--- src/design/rgbhsv_pkg.sv ---
`default_nettype none

package rgbhsv_pkg;

	localparam logic [1:0] SEL_RED   = 2'd0;
	localparam logic [1:0] SEL_GREEN = 2'd1;
	localparam logic [1:0] SEL_BLUE  = 2'd2;

	localparam logic [2:0] REG_HUE_LOW  = 3'd0;
	localparam logic [2:0] REG_HUE_HIGH = 3'd1;
	localparam logic [2:0] REG_SAT_LOW  = 3'd2;
	localparam logic [2:0] REG_SAT_HIGH = 3'd3;
	localparam logic [2:0] REG_VAL_LOW  = 3'd4;
	localparam logic [2:0] REG_VAL_HIGH = 3'd5;

	localparam int NORM_SHIFT = 12;

	localparam logic [14:0] HUE_FULL  = 15'd23040;
	localparam logic [14:0] HUE_SIXTH = 15'd3840;
	localparam logic [14:0] HUE_GREEN = 15'd7680;
	localparam logic [14:0] HUE_BLUE  = 15'd15360;
	localparam logic [12:0] SV_FULL   = 13'd4096;

	typedef struct packed {
		logic [1:0] sel;
		logic       neg;
		logic       grey;
		logic       blk;
	} ctl_t;

endpackage

`default_nettype wire

--- src/design/rgbhsv_pix_if.sv ---
`default_nettype none

interface rgbhsv_pix_if;
	logic       valid;
	logic       ready;
	logic [4:0] red;
	logic [5:0] green;
	logic [4:0] blue;

	modport source (output valid, output red, output green, output blue, input ready);
	modport sink (input valid, input red, input green, input blue, output ready);
endinterface

`default_nettype wire

--- src/design/rgbhsv_hsv_if.sv ---
`default_nettype none

interface rgbhsv_hsv_if;
	logic        valid;
	logic        ready;
	logic [14:0] hue;
	logic [12:0] saturation;
	logic [12:0] brightness;
	logic        in_window;

	modport source (output valid, output hue, output saturation, output brightness,
		output in_window, input ready);
	modport sink (input valid, input hue, input saturation, input brightness,
		input in_window, output ready);
endinterface

`default_nettype wire

--- src/design/rgbhsv_front.sv ---
`default_nettype none

module rgbhsv_front #(
	parameter int FRAC_BITS = 12
) (
	input  wire logic                     clk,
	input  wire logic                     arst_n,
	input  wire logic                     en,
	input  wire logic                     in_valid,
	input  wire logic [4:0]               red,
	input  wire logic [5:0]               green,
	input  wire logic [4:0]               blue,
	output logic                          valid,
	output rgbhsv_pkg::ctl_t              ctl,
	output logic [FRAC_BITS:0]            mx,
	output logic [FRAC_BITS:0]            dif,
	output logic [2*FRAC_BITS:0]          sat_num,
	output logic [FRAC_BITS+12:0]         hue_num
);

	localparam int VW = FRAC_BITS + 1;
	localparam int K  = FRAC_BITS + rgbhsv_pkg::NORM_SHIFT;
	localparam int MW = K - 4;
	localparam logic [MW-1:0] MUL5 = MW'(((64'd1 << K) + 64'd30) / 64'd31);
	localparam logic [MW-1:0] MUL6 = MW'(((64'd1 << K) + 64'd62) / 64'd63);

	logic [MW+4:0] prod_r, prod_b;
	logic [MW+5:0] prod_g;

	logic          v_s1, v_s2, v_s3;
	logic [VW-1:0] r_s1, g_s1, b_s1;

	logic [VW-1:0] mx_c, mn_c, a_c, b_c, mag_c;
	logic [1:0]    sel_c;

	logic [VW-1:0]    mx_s2, dif_s2, mag_s2;
	rgbhsv_pkg::ctl_t ctl_s2;

	logic [VW-1:0]    mx_s3, dif_s3;
	logic [2*FRAC_BITS:0] sat_num_s3;
	logic [VW+11:0]   hue_num_s3;
	rgbhsv_pkg::ctl_t ctl_s3;

	assign prod_r = (MW+5)'(red) * (MW+5)'(MUL5);
	assign prod_g = (MW+6)'(green) * (MW+6)'(MUL6);
	assign prod_b = (MW+5)'(blue) * (MW+5)'(MUL5);

	always_ff @(posedge clk or negedge arst_n) begin
		if (!arst_n) begin
			v_s1 <= 1'b0;
			v_s2 <= 1'b0;
			v_s3 <= 1'b0;
		end else if (en) begin
			v_s1 <= in_valid;
			v_s2 <= v_s1;
			v_s3 <= v_s2;
		end
	end

	always_ff @(posedge clk) begin
		if (en) begin
			r_s1 <= prod_r[rgbhsv_pkg::NORM_SHIFT +: VW];
			g_s1 <= prod_g[rgbhsv_pkg::NORM_SHIFT +: VW];
			b_s1 <= prod_b[rgbhsv_pkg::NORM_SHIFT +: VW];
		end
	end

	always_comb begin
		mx_c = r_s1;
		if (g_s1 > mx_c) mx_c = g_s1;
		if (b_s1 > mx_c) mx_c = b_s1;
		mn_c = r_s1;
		if (g_s1 < mn_c) mn_c = g_s1;
		if (b_s1 < mn_c) mn_c = b_s1;
		if (r_s1 == mx_c) begin
			sel_c = rgbhsv_pkg::SEL_RED;
			a_c   = g_s1;
			b_c   = b_s1;
		end else if (g_s1 == mx_c) begin
			sel_c = rgbhsv_pkg::SEL_GREEN;
			a_c   = b_s1;
			b_c   = r_s1;
		end else begin
			sel_c = rgbhsv_pkg::SEL_BLUE;
			a_c   = r_s1;
			b_c   = g_s1;
		end
		mag_c = (a_c < b_c) ? (b_c - a_c) : (a_c - b_c);
	end

	always_ff @(posedge clk) begin
		if (en) begin
			mx_s2       <= mx_c;
			dif_s2      <= mx_c - mn_c;
			mag_s2      <= mag_c;
			ctl_s2.sel  <= sel_c;
			ctl_s2.neg  <= a_c < b_c;
			ctl_s2.grey <= mx_c == mn_c;
			ctl_s2.blk  <= mx_c == '0;
		end
	end

	always_ff @(posedge clk) begin
		if (en) begin
			mx_s3      <= mx_s2;
			dif_s3     <= dif_s2;
			sat_num_s3 <= {dif_s2, {FRAC_BITS{1'b0}}};
			hue_num_s3 <= (VW+12)'(mag_s2) * (VW+12)'(rgbhsv_pkg::HUE_SIXTH);
			ctl_s3     <= ctl_s2;
		end
	end

	assign valid   = v_s3;
	assign ctl     = ctl_s3;
	assign mx      = mx_s3;
	assign dif     = dif_s3;
	assign sat_num = sat_num_s3;
	assign hue_num = hue_num_s3;

endmodule

`default_nettype wire

--- src/design/rgbhsv_div.sv ---
`default_nettype none

module rgbhsv_div #(
	parameter int NW = 25,
	parameter int DW = 13,
	parameter int QW = 13
) (
	input  wire logic          clk,
	input  wire logic          en,
	input  wire logic [NW-1:0] num,
	input  wire logic [DW-1:0] den,
	output logic [QW-1:0]      quo,
	output logic               rem_nz
);

	logic [DW-1:0] rem_s [QW];
	logic [QW-1:0] q_s   [QW];
	logic [DW-1:0] den_s [QW-1];
	logic [QW-1:0] low_s [QW-1];

	for (genvar i = 0; i < QW; i++) begin : g_step
		logic [DW-1:0] rem_i, den_i;
		logic [QW-1:0] low_i, q_i;
		logic [DW:0]   trial;
		logic          take;

		if (i == 0) begin : g_first
			assign rem_i = DW'(num >> QW);
			assign den_i = den;
			assign low_i = num[QW-1:0];
			assign q_i   = '0;
		end else begin : g_next
			assign rem_i = rem_s[i-1];
			assign den_i = den_s[i-1];
			assign low_i = low_s[i-1];
			assign q_i   = q_s[i-1];
		end

		assign trial = {rem_i, low_i[QW-1]};
		assign take  = trial >= {1'b0, den_i};

		always_ff @(posedge clk) begin
			if (en) begin
				rem_s[i] <= take ? DW'(trial - {1'b0, den_i}) : trial[DW-1:0];
				q_s[i]   <= {q_i[QW-2:0], take};
			end
		end

		if (i < QW - 1) begin : g_pass
			always_ff @(posedge clk) begin
				if (en) begin
					den_s[i] <= den_i;
					low_s[i] <= {low_i[QW-2:0], 1'b0};
				end
			end
		end
	end

	assign quo    = q_s[QW-1];
	assign rem_nz = |rem_s[QW-1];

endmodule

`default_nettype wire

--- src/design/rgb565_hsv_window_classifier_unit.sv ---
// Channel  Dir  Payload                                   Handshake
// pix      in   red[4:0] green[5:0] blue[4:0]             valid / ready
// hsv      out  hue[14:0] saturation[12:0] brightness[12:0] in_window   valid / ready
// cfg      in   cfg_index[2:0] cfg_data[14:0]             cfg_wen, no stall
//
// One pixel per clock sustained while the output is not stalled. The pipeline stages are:
// three front stages, one stage per quotient bit in the two long dividers, one output stage.
// The whole pipeline advances when the output register is empty or taken; pix.ready follows it.
// arst_n clears the valid bits and loads the window bounds to their full range.
`default_nettype none

module rgb565_hsv_window_classifier_unit #(
	parameter int FRAC_BITS = 12
) (
	input  wire logic        clk,
	input  wire logic        arst_n,
	rgbhsv_pix_if.sink       pix,
	rgbhsv_hsv_if.source     hsv,
	input  wire logic        cfg_wen,
	input  wire logic [2:0]  cfg_index,
	input  wire logic [14:0] cfg_data
);

	localparam int VW   = FRAC_BITS + 1;
	localparam int QW   = (FRAC_BITS + 1 > 12) ? FRAC_BITS + 1 : 12;
	localparam int SNW  = 2 * FRAC_BITS + 1;
	localparam int HNW  = VW + 12;
	localparam int CMPW = (VW > 13) ? VW : 13;
	localparam logic [QW-1:0] ONE_Q = QW'(1) << FRAC_BITS;

	logic en;

	logic [14:0] hue_low_q, hue_high_q;
	logic [12:0] sat_low_q, sat_high_q, val_low_q, val_high_q;

	logic             f_valid;
	rgbhsv_pkg::ctl_t f_ctl;
	logic [VW-1:0]    f_mx, f_dif;
	logic [SNW-1:0]   f_sat_num;
	logic [HNW-1:0]   f_hue_num;

	logic [QW-1:0] sat_quo, hue_quo;
	logic          hue_rnz;

	logic             v_d   [QW];
	rgbhsv_pkg::ctl_t ctl_d [QW];
	logic [VW-1:0]    mx_d  [QW];

	rgbhsv_pkg::ctl_t ctl_e;
	logic [14:0]      base_c, h_c;
	logic [12:0]      adj_c;
	logic [VW-1:0]    s_c, mx_e;
	logic             win_c;

	logic        out_v_q, win_q;
	logic [14:0] hue_q;
	logic [12:0] sat_q, bri_q;

	assign en        = !out_v_q || hsv.ready;
	assign pix.ready = en;

	always_ff @(posedge clk or negedge arst_n) begin
		if (!arst_n) begin
			hue_low_q  <= '0;
			hue_high_q <= rgbhsv_pkg::HUE_FULL;
			sat_low_q  <= '0;
			sat_high_q <= rgbhsv_pkg::SV_FULL;
			val_low_q  <= '0;
			val_high_q <= rgbhsv_pkg::SV_FULL;
		end else if (cfg_wen) begin
			case (cfg_index)
				rgbhsv_pkg::REG_HUE_LOW:  hue_low_q  <= cfg_data;
				rgbhsv_pkg::REG_HUE_HIGH: hue_high_q <= cfg_data;
				rgbhsv_pkg::REG_SAT_LOW:  sat_low_q  <= cfg_data[12:0];
				rgbhsv_pkg::REG_SAT_HIGH: sat_high_q <= cfg_data[12:0];
				rgbhsv_pkg::REG_VAL_LOW:  val_low_q  <= cfg_data[12:0];
				rgbhsv_pkg::REG_VAL_HIGH: val_high_q <= cfg_data[12:0];
				default: ;
			endcase
		end
	end

	rgbhsv_front #(.FRAC_BITS(FRAC_BITS)) u_front (
		.clk      (clk),
		.arst_n   (arst_n),
		.en       (en),
		.in_valid (pix.valid),
		.red      (pix.red),
		.green    (pix.green),
		.blue     (pix.blue),
		.valid    (f_valid),
		.ctl      (f_ctl),
		.mx       (f_mx),
		.dif      (f_dif),
		.sat_num  (f_sat_num),
		.hue_num  (f_hue_num)
	);

	rgbhsv_div #(.NW(SNW), .DW(VW), .QW(QW)) u_sat_div (
		.clk    (clk),
		.en     (en),
		.num    (f_sat_num),
		.den    (f_mx),
		.quo    (sat_quo),
		.rem_nz ()
	);

	rgbhsv_div #(.NW(HNW), .DW(VW), .QW(QW)) u_hue_div (
		.clk    (clk),
		.en     (en),
		.num    (f_hue_num),
		.den    (f_dif),
		.quo    (hue_quo),
		.rem_nz (hue_rnz)
	);

	for (genvar i = 0; i < QW; i++) begin : g_side
		always_ff @(posedge clk or negedge arst_n) begin
			if (!arst_n) begin
				v_d[i] <= 1'b0;
			end else if (en) begin
				v_d[i] <= (i == 0) ? f_valid : v_d[(i == 0) ? 0 : i-1];
			end
		end

		always_ff @(posedge clk) begin
			if (en) begin
				ctl_d[i] <= (i == 0) ? f_ctl : ctl_d[(i == 0) ? 0 : i-1];
				mx_d[i]  <= (i == 0) ? f_mx : mx_d[(i == 0) ? 0 : i-1];
			end
		end
	end

	assign ctl_e = ctl_d[QW-1];
	assign mx_e  = mx_d[QW-1];

	// negative red hue wraps, so its base is a full turn
	always_comb begin
		case (ctl_e.sel)
			rgbhsv_pkg::SEL_RED:   base_c = ctl_e.neg ? rgbhsv_pkg::HUE_FULL : '0;
			rgbhsv_pkg::SEL_GREEN: base_c = rgbhsv_pkg::HUE_GREEN;
			rgbhsv_pkg::SEL_BLUE:  base_c = rgbhsv_pkg::HUE_BLUE;
			default:               base_c = '0;
		endcase
		adj_c = {1'b0, hue_quo[11:0]} + 13'(hue_rnz);
		if (ctl_e.grey) begin
			h_c = '0;
		end else if (ctl_e.neg) begin
			h_c = base_c - 15'(adj_c);
		end else begin
			h_c = base_c + 15'(hue_quo[11:0]);
		end
		s_c   = ctl_e.blk ? '0 : VW'(sat_quo);
		win_c = h_c >= hue_low_q && h_c <= hue_high_q &&
			CMPW'(s_c) >= CMPW'(sat_low_q) && CMPW'(s_c) <= CMPW'(sat_high_q) &&
			CMPW'(mx_e) >= CMPW'(val_low_q) && CMPW'(mx_e) <= CMPW'(val_high_q);
	end

	always_ff @(posedge clk or negedge arst_n) begin
		if (!arst_n) begin
			out_v_q <= 1'b0;
		end else if (en) begin
			out_v_q <= v_d[QW-1];
		end
	end

	always_ff @(posedge clk) begin
		if (en) begin
			hue_q <= h_c;
			sat_q <= 13'(s_c);
			bri_q <= 13'(mx_e);
			win_q <= win_c;
		end
	end

	assign hsv.valid      = out_v_q;
	assign hsv.hue        = hue_q;
	assign hsv.saturation = sat_q;
	assign hsv.brightness = bri_q;
	assign hsv.in_window  = win_q;

	a_hue_quo_bound: assert property (@(posedge clk) disable iff (!arst_n)
		v_d[QW-1] && !ctl_e.grey |-> hue_quo <= QW'(rgbhsv_pkg::HUE_SIXTH))
		else $error("hue quotient above one sixth of a turn");

	a_sat_quo_bound: assert property (@(posedge clk) disable iff (!arst_n)
		v_d[QW-1] && !ctl_e.blk |-> sat_quo <= ONE_Q)
		else $error("saturation quotient above one");

	a_hue_range: assert property (@(posedge clk) disable iff (!arst_n)
		out_v_q |-> hue_q < rgbhsv_pkg::HUE_FULL)
		else $error("hue result outside one turn");

endmodule

`default_nettype wire
--- src/flat_wrapper.sv ---
// flat-port wrapper written by rule: the top's interface ports become plain ports
module rgb565_hsv_window_classifier_unit_flat 
#(
	parameter int FRAC_BITS = 12
)
  (clk, arst_n, cfg_wen, cfg_index, cfg_data, pix_valid, pix_red, pix_green, pix_blue, pix_ready, hsv_valid, hsv_hue, hsv_saturation, hsv_brightness, hsv_in_window, hsv_ready);
  rgbhsv_pix_if pix_i ();
  rgbhsv_hsv_if hsv_i ();
  input  wire logic clk;
  input  wire logic arst_n;
  input  wire logic cfg_wen;
  input  wire logic [2:0] cfg_index;
  input  wire logic [14:0] cfg_data;
  input wire logic [$bits(pix_i.valid)-1:0] pix_valid;
  input wire logic [$bits(pix_i.red)-1:0] pix_red;
  input wire logic [$bits(pix_i.green)-1:0] pix_green;
  input wire logic [$bits(pix_i.blue)-1:0] pix_blue;
  output wire logic [$bits(pix_i.ready)-1:0] pix_ready;
  output wire logic [$bits(hsv_i.valid)-1:0] hsv_valid;
  output wire logic [$bits(hsv_i.hue)-1:0] hsv_hue;
  output wire logic [$bits(hsv_i.saturation)-1:0] hsv_saturation;
  output wire logic [$bits(hsv_i.brightness)-1:0] hsv_brightness;
  output wire logic [$bits(hsv_i.in_window)-1:0] hsv_in_window;
  input wire logic [$bits(hsv_i.ready)-1:0] hsv_ready;
  assign pix_i.valid = pix_valid;
  assign pix_i.red = pix_red;
  assign pix_i.green = pix_green;
  assign pix_i.blue = pix_blue;
  assign pix_ready = pix_i.ready;
  assign hsv_valid = hsv_i.valid;
  assign hsv_hue = hsv_i.hue;
  assign hsv_saturation = hsv_i.saturation;
  assign hsv_brightness = hsv_i.brightness;
  assign hsv_in_window = hsv_i.in_window;
  assign hsv_i.ready = hsv_ready;
  rgb565_hsv_window_classifier_unit #(.FRAC_BITS(FRAC_BITS)) u_core (.clk(clk), .arst_n(arst_n), .pix(pix_i), .hsv(hsv_i), .cfg_wen(cfg_wen), .cfg_index(cfg_index), .cfg_data(cfg_data));
endmodule
--- config.mk ---
export PLATFORM = sky130hd
export DESIGN_NAME = rgb565_hsv_window_classifier_unit_flat
export DESIGN_NICKNAME = d
export VERILOG_FILES = /design/src/design/rgbhsv_pkg.sv /design/src/design/rgbhsv_pix_if.sv /design/src/design/rgbhsv_hsv_if.sv /design/src/design/rgbhsv_front.sv /design/src/design/rgbhsv_div.sv /design/src/design/rgb565_hsv_window_classifier_unit.sv /design/src/flat_wrapper.sv
export SDC_FILE = /design/constraint.sdc
export NUM_CORES = 2
export LEC_CHECK = 0
export BUFFER_PORTS_ARGS = -buffer_cell sky130_fd_sc_hd__clkbuf_2
export CORE_MARGIN = 2
export CORE_UTILIZATION = 45
export CTS_CLUSTER_DIAMETER = 100
export DETAILED_ROUTE_END_ITERATION = 12
export PLACE_DENSITY = 0.71
export SLEW_MARGIN = 15
export SYNTH_ARGS = -nofsm -noshare
export SYNTH_HDL_FRONTEND = slang
export SYNTH_HIERARCHICAL = 1
export SYNTH_SLANG_ARGS = --single-unit
--- constraint.sdc ---
create_clock -name clk -period 36.9 [get_ports clk]
set_input_delay 1.845 -clock clk [delete_from_list [all_inputs] [get_ports clk]]
set_output_delay 1.845 -clock clk [all_outputs]
set_load 0.1 [all_outputs]
# Yosys cells after proc, flatten, opt, wreduce, memory -nomap -nowiden
# Memories as Yosys holds them, arrays and structs flattened.
# Cells that the tools add are included.
dict set report classes {
  addsub 32
  multipliers 4
  div_mod_pow 0
  order_cmp 37
  n_eq_ne 10
  shift 0
  mux 43
  bitwise_logic 0
  n_reduce_logical 17
}
# cell count
set ops {}
lappend ops {{$mux W13} 36}
lappend ops {{$sub A13 B13 Y13} 29}
lappend ops {{$ge A14 B13 Y1} 24}
lappend ops {{$ge A13 B13 Y1} 4}
lappend ops {{$mul A5 B20 Y25 const B} 2}
lappend ops {{$mux W15} 3}
lappend ops {{$pmux W15 S3} 1}
lappend ops {{$eq A13 B13 Y1} 3}
lappend ops {{$lt A13 B13 Y1} 3}
lappend ops {{$gt A13 B13 Y1} 2}
lappend ops {{$le A13 B13 Y1} 2}
lappend ops {{$mul A6 B18 Y24 const B} 1}
lappend ops {{$mul A13 B4 Y17 const B} 1}
lappend ops {{$add A15 B12 Y15} 1}
lappend ops {{$ge A15 B15 Y1} 1}
lappend ops {{$le A15 B15 Y1} 1}
lappend ops {{$sub A15 B13 Y15} 1}
lappend ops {{$add A12 B1 Y13} 1}
lappend ops {{$logic_not A13 Y1} 1}
lappend ops {{$reduce_or A13 Y1} 1}
lappend ops {{$reduce_and A2 Y1} 6}
lappend ops {{$eq A3 B2 Y1 const B} 2}
lappend ops {{$eq A3 B3 Y1 const B} 2}
lappend ops {{$logic_and A1 B1 Y1} 5}
lappend ops {{other kinds (9)} 10}
dict set report word_totals {
  ff_bits 272
  latchBits 0
  ramBits 1510
  rom_bits 0
  input_bits 39
  out_inout_bits 44
  word_cells 197
  mem_count 10
}
# name words word_bits read_ports rd_ports_with_merged_regs wr line
set mem_list {}
lappend mem_list {u_core.mx_d 13 13 13 0 13 rgb565_hsv_window_classifier_unit.sv:47} ;# logic [VW-1:0] mx_d [QW];
lappend mem_list {u_core.u_hue_div.q_s 13 13 13 0 13 rgbhsv_div.sv:17} ;# logic [QW-1:0] q_s [QW];
lappend mem_list {u_core.u_hue_div.rem_s 13 13 13 0 13 rgbhsv_div.sv:16} ;# logic [DW-1:0] rem_s [QW];
lappend mem_list {u_core.u_sat_div.q_s 13 13 13 0 13 rgbhsv_div.sv:17}
lappend mem_list {u_core.u_sat_div.rem_s 13 13 12 0 13 rgbhsv_div.sv:16}
lappend mem_list {u_core.u_hue_div.den_s 12 13 12 0 12 rgbhsv_div.sv:18} ;# logic [DW-1:0] den_s [QW-1];
lappend mem_list {{+4 memories} n/a n/a n/a n/a n/a n/a}

# Depth between registers and ports, before layout
# An unclocked memory read counts as a cell.
dict set report depth {
  depth_word 12
  depth_mapped 36
  ltp_nobuf 30
}

# Cells and area by module
# The synthesis kept the hierarchy.
# mod instances cells_per_inst area_per_inst_um2 seq_area_each_um2
set by_module_without_submodules {}
lappend by_module_without_submodules {{rgbhsv_div at u_core.u_hue_div} 1 1981 25115.3 14834.2}
lappend by_module_without_submodules {{rgbhsv_div at u_core.u_sat_div} 1 1995 24906.4 14834.2}
lappend by_module_without_submodules {rgb565_hsv_window_classifier_unit 1 1003 14996.9 10697.8}
lappend by_module_without_submodules {rgbhsv_front 1 967 10412.5 4008.8}

# Least setup slack after synthesis
# Ideal clock, no wire load.
dict set report synth_timing {
  kind {input to register}
  startpoint {input port hsv_ready}
  endpoint {register u_core.u_front.v_s1}
  setup_ns 0.187
  t_arrival_ns 33.116
  t_required_ns 36.713
  setup_slack_ns 3.596
  cell_stages 5
  n_path_buf 2
  cell_sequence {nor2b_1 clkbuf_1 clkbuf_1 inv_1 mux2_2}
}
dict set report synth_between {
  elab_chain_cells 1
}
# item line
set synth_rtl {}
lappend synth_rtl {{start: declaration} flat_wrapper.sv:24} ;# input wire logic [$bits(hsv_i.ready)-1:0] hsv_ready;
lappend synth_rtl {{$logic_or A1 B1 Y1} rgb565_hsv_window_classifier_unit.sv:59} ;# assign en = !out_v_q || hsv.ready;
lappend synth_rtl {{named net pix_ready} flat_wrapper.sv:18} ;# output wire logic [$bits(pix_i.ready)-1:0] pix_ready;
lappend synth_rtl {{end signal: assignment} rgbhsv_front.sv:54} ;# v_s1 <= in_valid;
lappend synth_rtl {{end: declaration} rgbhsv_front.sv:30} ;# logic v_s1, v_s2, v_s3;
# The timed path passes the listed nets, and every way through them passes these cells.
# A chain may end at the register's enable or synchronous reset.

# Worst setup path after layout
dict set report layout_timing {
  startpoint {register u_core.u_front.r_s1[8]}
  endpoint {register u_core.u_front.mag_s2[9] (data pin)}
}
dict set report layout_between {
  elab_chain_cells 9
  word_cells_on_any_way 14
  classes_between {2 x add/sub; 3 x order compare; 2 x eq/ne; 7 x mux}
}
# item line
set layout_rtl {}
lappend layout_rtl {{start: declaration} rgbhsv_front.sv:31} ;# logic [VW-1:0] r_s1, g_s1, b_s1;
lappend layout_rtl {{start signal: assignment} rgbhsv_front.sv:62} ;# r_s1 <= prod_r[rgbhsv_pkg::NORM_SHIFT +: VW];
lappend layout_rtl {{$gt A13 B13 Y1} rgbhsv_front.sv:70} ;# if (g_s1 > mx_c) mx_c = g_s1;
lappend layout_rtl {{$mux W13} rgbhsv_front.sv:70}
lappend layout_rtl {{$gt A13 B13 Y1} rgbhsv_front.sv:71} ;# if (b_s1 > mx_c) mx_c = b_s1;
lappend layout_rtl {{$mux W13} rgbhsv_front.sv:71}
lappend layout_rtl {{$eq A13 B13 Y1} rgbhsv_front.sv:79} ;# end else if (g_s1 == mx_c) begin
lappend layout_rtl {{$mux W13} rgbhsv_front.sv:79}
lappend layout_rtl {{$mux W13} rgbhsv_front.sv:75} ;# if (r_s1 == mx_c) begin
lappend layout_rtl {{$sub A13 B13 Y13 or $lt A13 B13 Y1 (tied branches)} rgbhsv_front.sv:88} ;# mag_c = (a_c < b_c) ? (b_c - a_c) : (a_c - b_c);
lappend layout_rtl {{$mux W13 (*)} rgbhsv_front.sv:88}
lappend layout_rtl {{named net u_core.u_front.mag_c[9]} rgbhsv_front.sv:33} ;# logic [VW-1:0] mx_c, mn_c, a_c, b_c, mag_c;
lappend layout_rtl {{end signal: assignment} rgbhsv_front.sv:95} ;# mag_s2 <= mag_c;
lappend layout_rtl {{end: declaration} rgbhsv_front.sv:36} ;# logic [VW-1:0] mx_s2, dif_s2, mag_s2;
# The timed path passes the listed nets; every way through them passes the cells marked *.

==> metrics.md <==
| Metric | Value |
|---|---|
| Status | finished clean |
| First-pass DRT Iterations | 6 |
| IO Pins | 83 |
| CTS sink cnt | 1468 |
| Kind of end point of the critical path | register |
| Mapped Cells | 5868 |
| Layout Nets | 6638 |
| Final ANT Viol Nets | 0 |
| Antenna violations before repair | 0 |
| DP Worst Slack | 27.48 ns |
| Critical path arrival | 9.89 ns |
| I/O Buffers | 82 |
| Worst path max stage delay | 0.72 ns |
| Placer congestion estimate | 0.882 |
| RSZ-0062 raised after global routing | no |
| Die height | 410 µm |
| CP max-delay cell | nand2_1 |
| GRT Residual Overflow | 0 |
| # diodes | 0 |
| Hold Path Depth | 0 |
| Max-cap violations | 0 |
| Crit Path Category | register to register |
| Vias/cell | 5.31 |
| DR vias | 44181 |
| Final hold vios | 0 |
| 1st-iter DRT viols | 3222 |
| Vias in the first global route | 44337 |
| Slew @ Worst Pin | 1.23 ns |
| Initial core utilization | 0.452 |
| DRC Markers | 0 |
| Final setup vio count | 0 |
| Die Wd | 410 µm |
| Min Tclk post-route | 9.40 ns |
| Post CTS Setup Buffer Count | 0 |
| CTS Root Cell | clkbuf_16 |
| Layout cell share with drive strength beyond 1 | 0.109 |
| First-pass GRT wire length | 229000 µm |
| Average size of a mapped cell | 12.7 µm² |
| Cts hold-fix bufs | 0 |
| Cts bufs inserted | 157 |
| Core Region | 164000 µm² |
| Post-DR wirelength/cell | 17.2 µm |
| Commonest non-fill, non-tap cell in the layout | edfxtp_1 |
| Worst skew pair latency | 0.82 ns |
| Max_slew headroom | 0.180 |
| Longest Clk Path Bufs | 3 |
| Hold Path Class | register to register |
| Post-cts resize count | 0 |
| Max Fclk | 0.106 GHz |
| Critical path required time | 37.39 ns |
| Commonest cells after routing, fill and taps aside | edfxtp_1 (1369), inv_1 (622), ha_1 (541) |
| Yosys synthesis warning count | 6 |
| Clock transition at path regs | 0.06 ns |
| Worst setup margin | 27.50 ns |
| Cell Area, Synth | 74300 µm² |
| Startpoint types | register |
| Skew final | 0.0761 ns |
| Total routed wirelength | 143000 µm |
| Synth-to-layout area growth | 11.0% |
| Fin crit share | 0.255 |
| Fin Setup TNS | 0 ns |
| Die Area | 168000 µm² |
| Largest net degree at the start of global routing | 202 |
| Rows | 149 |
| H-Tree Depth | 4 |
| Detailed Place HPWL | 104000 µm |
| CTS tree | built |
| Pins over their slew limit | 0 |
| GRT Total Usage | 0.169 |
| Filler cell count | 13829 |
| Crit-path max FO | 28 |
| FF/Latch Area | 43600 µm² |
| Worst reg-to-reg path cell count | 30 |
| Multi-input gate area | 27600 µm² |
==> area by class of cell <==
| class | instances | share of cell area |
|---|---|---|
| multi-input combinational | 3634 | 0.335 |
| sequential | 1468 | 0.529 |
| tap | 2189 | 0.0332 |
| timing repair buffer | 120 | 0.00877 |
| clock buffer | 191 | 0.0498 |
| inverter | 624 | 0.0285 |
| clock inverter | 97 | 0.0156 |
==> final timing paths <==
kind                                                   startpoint                                     end  slack [ns]
min in group asynchronous                                  arst_n        u_core/val_low_q[11]$_DFFE_PN0P_        1.05
max reg2reg                      u_core/u_front/r_s1[8]$_DFFE_PP_      u_core/u_front/mag_s2[9]$_DFFE_PP_       27.50
min                        u_core/u_hue_div/low_s[0][7]$_DFFE_PP_  u_core/u_hue_div/low_s[1][8]$_DFFE_PP_        0.37
max in group asynchronous                                  arst_n               u_core/v_d[9]$_DFFE_PN0P_       34.68
max                              u_core/u_front/r_s1[8]$_DFFE_PP_      u_core/u_front/mag_s2[9]$_DFFE_PP_       27.50
min reg2reg                u_core/u_hue_div/low_s[0][7]$_DFFE_PP_  u_core/u_hue_div/low_s[1][8]$_DFFE_PP_        0.37
==> routing by layer <==
metal | up-vias | track usage | wire [µm]
li1 | 21715 | - | -
met1 | 21293 | 0.197 | 58700
met2 | 872 | 0.309 | 74600
met3 | 301 | 0.0279 | 5200
met4 | 0 | 0.0642 | 4840
met5 | - | 0 | 0
==> registers in the layout, indices dropped and copies added, names as in the netlist, 91 cells and up <==
name / cells
u_core/u_sat_div/q_s: 91
u_core/u_hue_div/rem_s: 169
u_core/u_sat_div/rem_s: 156
u_core/u_sat_div/den_s: 156
u_core/mx_d: 169
u_core/u_hue_div/den_s: 156
==> critical path: cells and delay by family, from the launching register on <==
kind,cells,cell delay (ns)
simple gates,6,1.41
flops,1,0.46
mux,2,0.65
compound gates,14,4.44
buf+inv,4,1.15
xor+xnor,1,0.09
fa+ha+maj,3,0.89
==> metrics by stage <==
step	instances	hold WS (ns)	cell area, µm²	utilization
global placement	8035	0.401	77000	0.469
floorplan	5887	0.400	74300	-
global route	8323	0.374	82400	0.501
detailed placement	8035	0.405	77000	0.469
finish	8323	0.366	82400	0.501
CTS	8323	0.352	82400	0.501
Power is left out: the tool's default activity adds up to more than one toggle a clock period on the data nets, which glitch-free logic cannot reach.
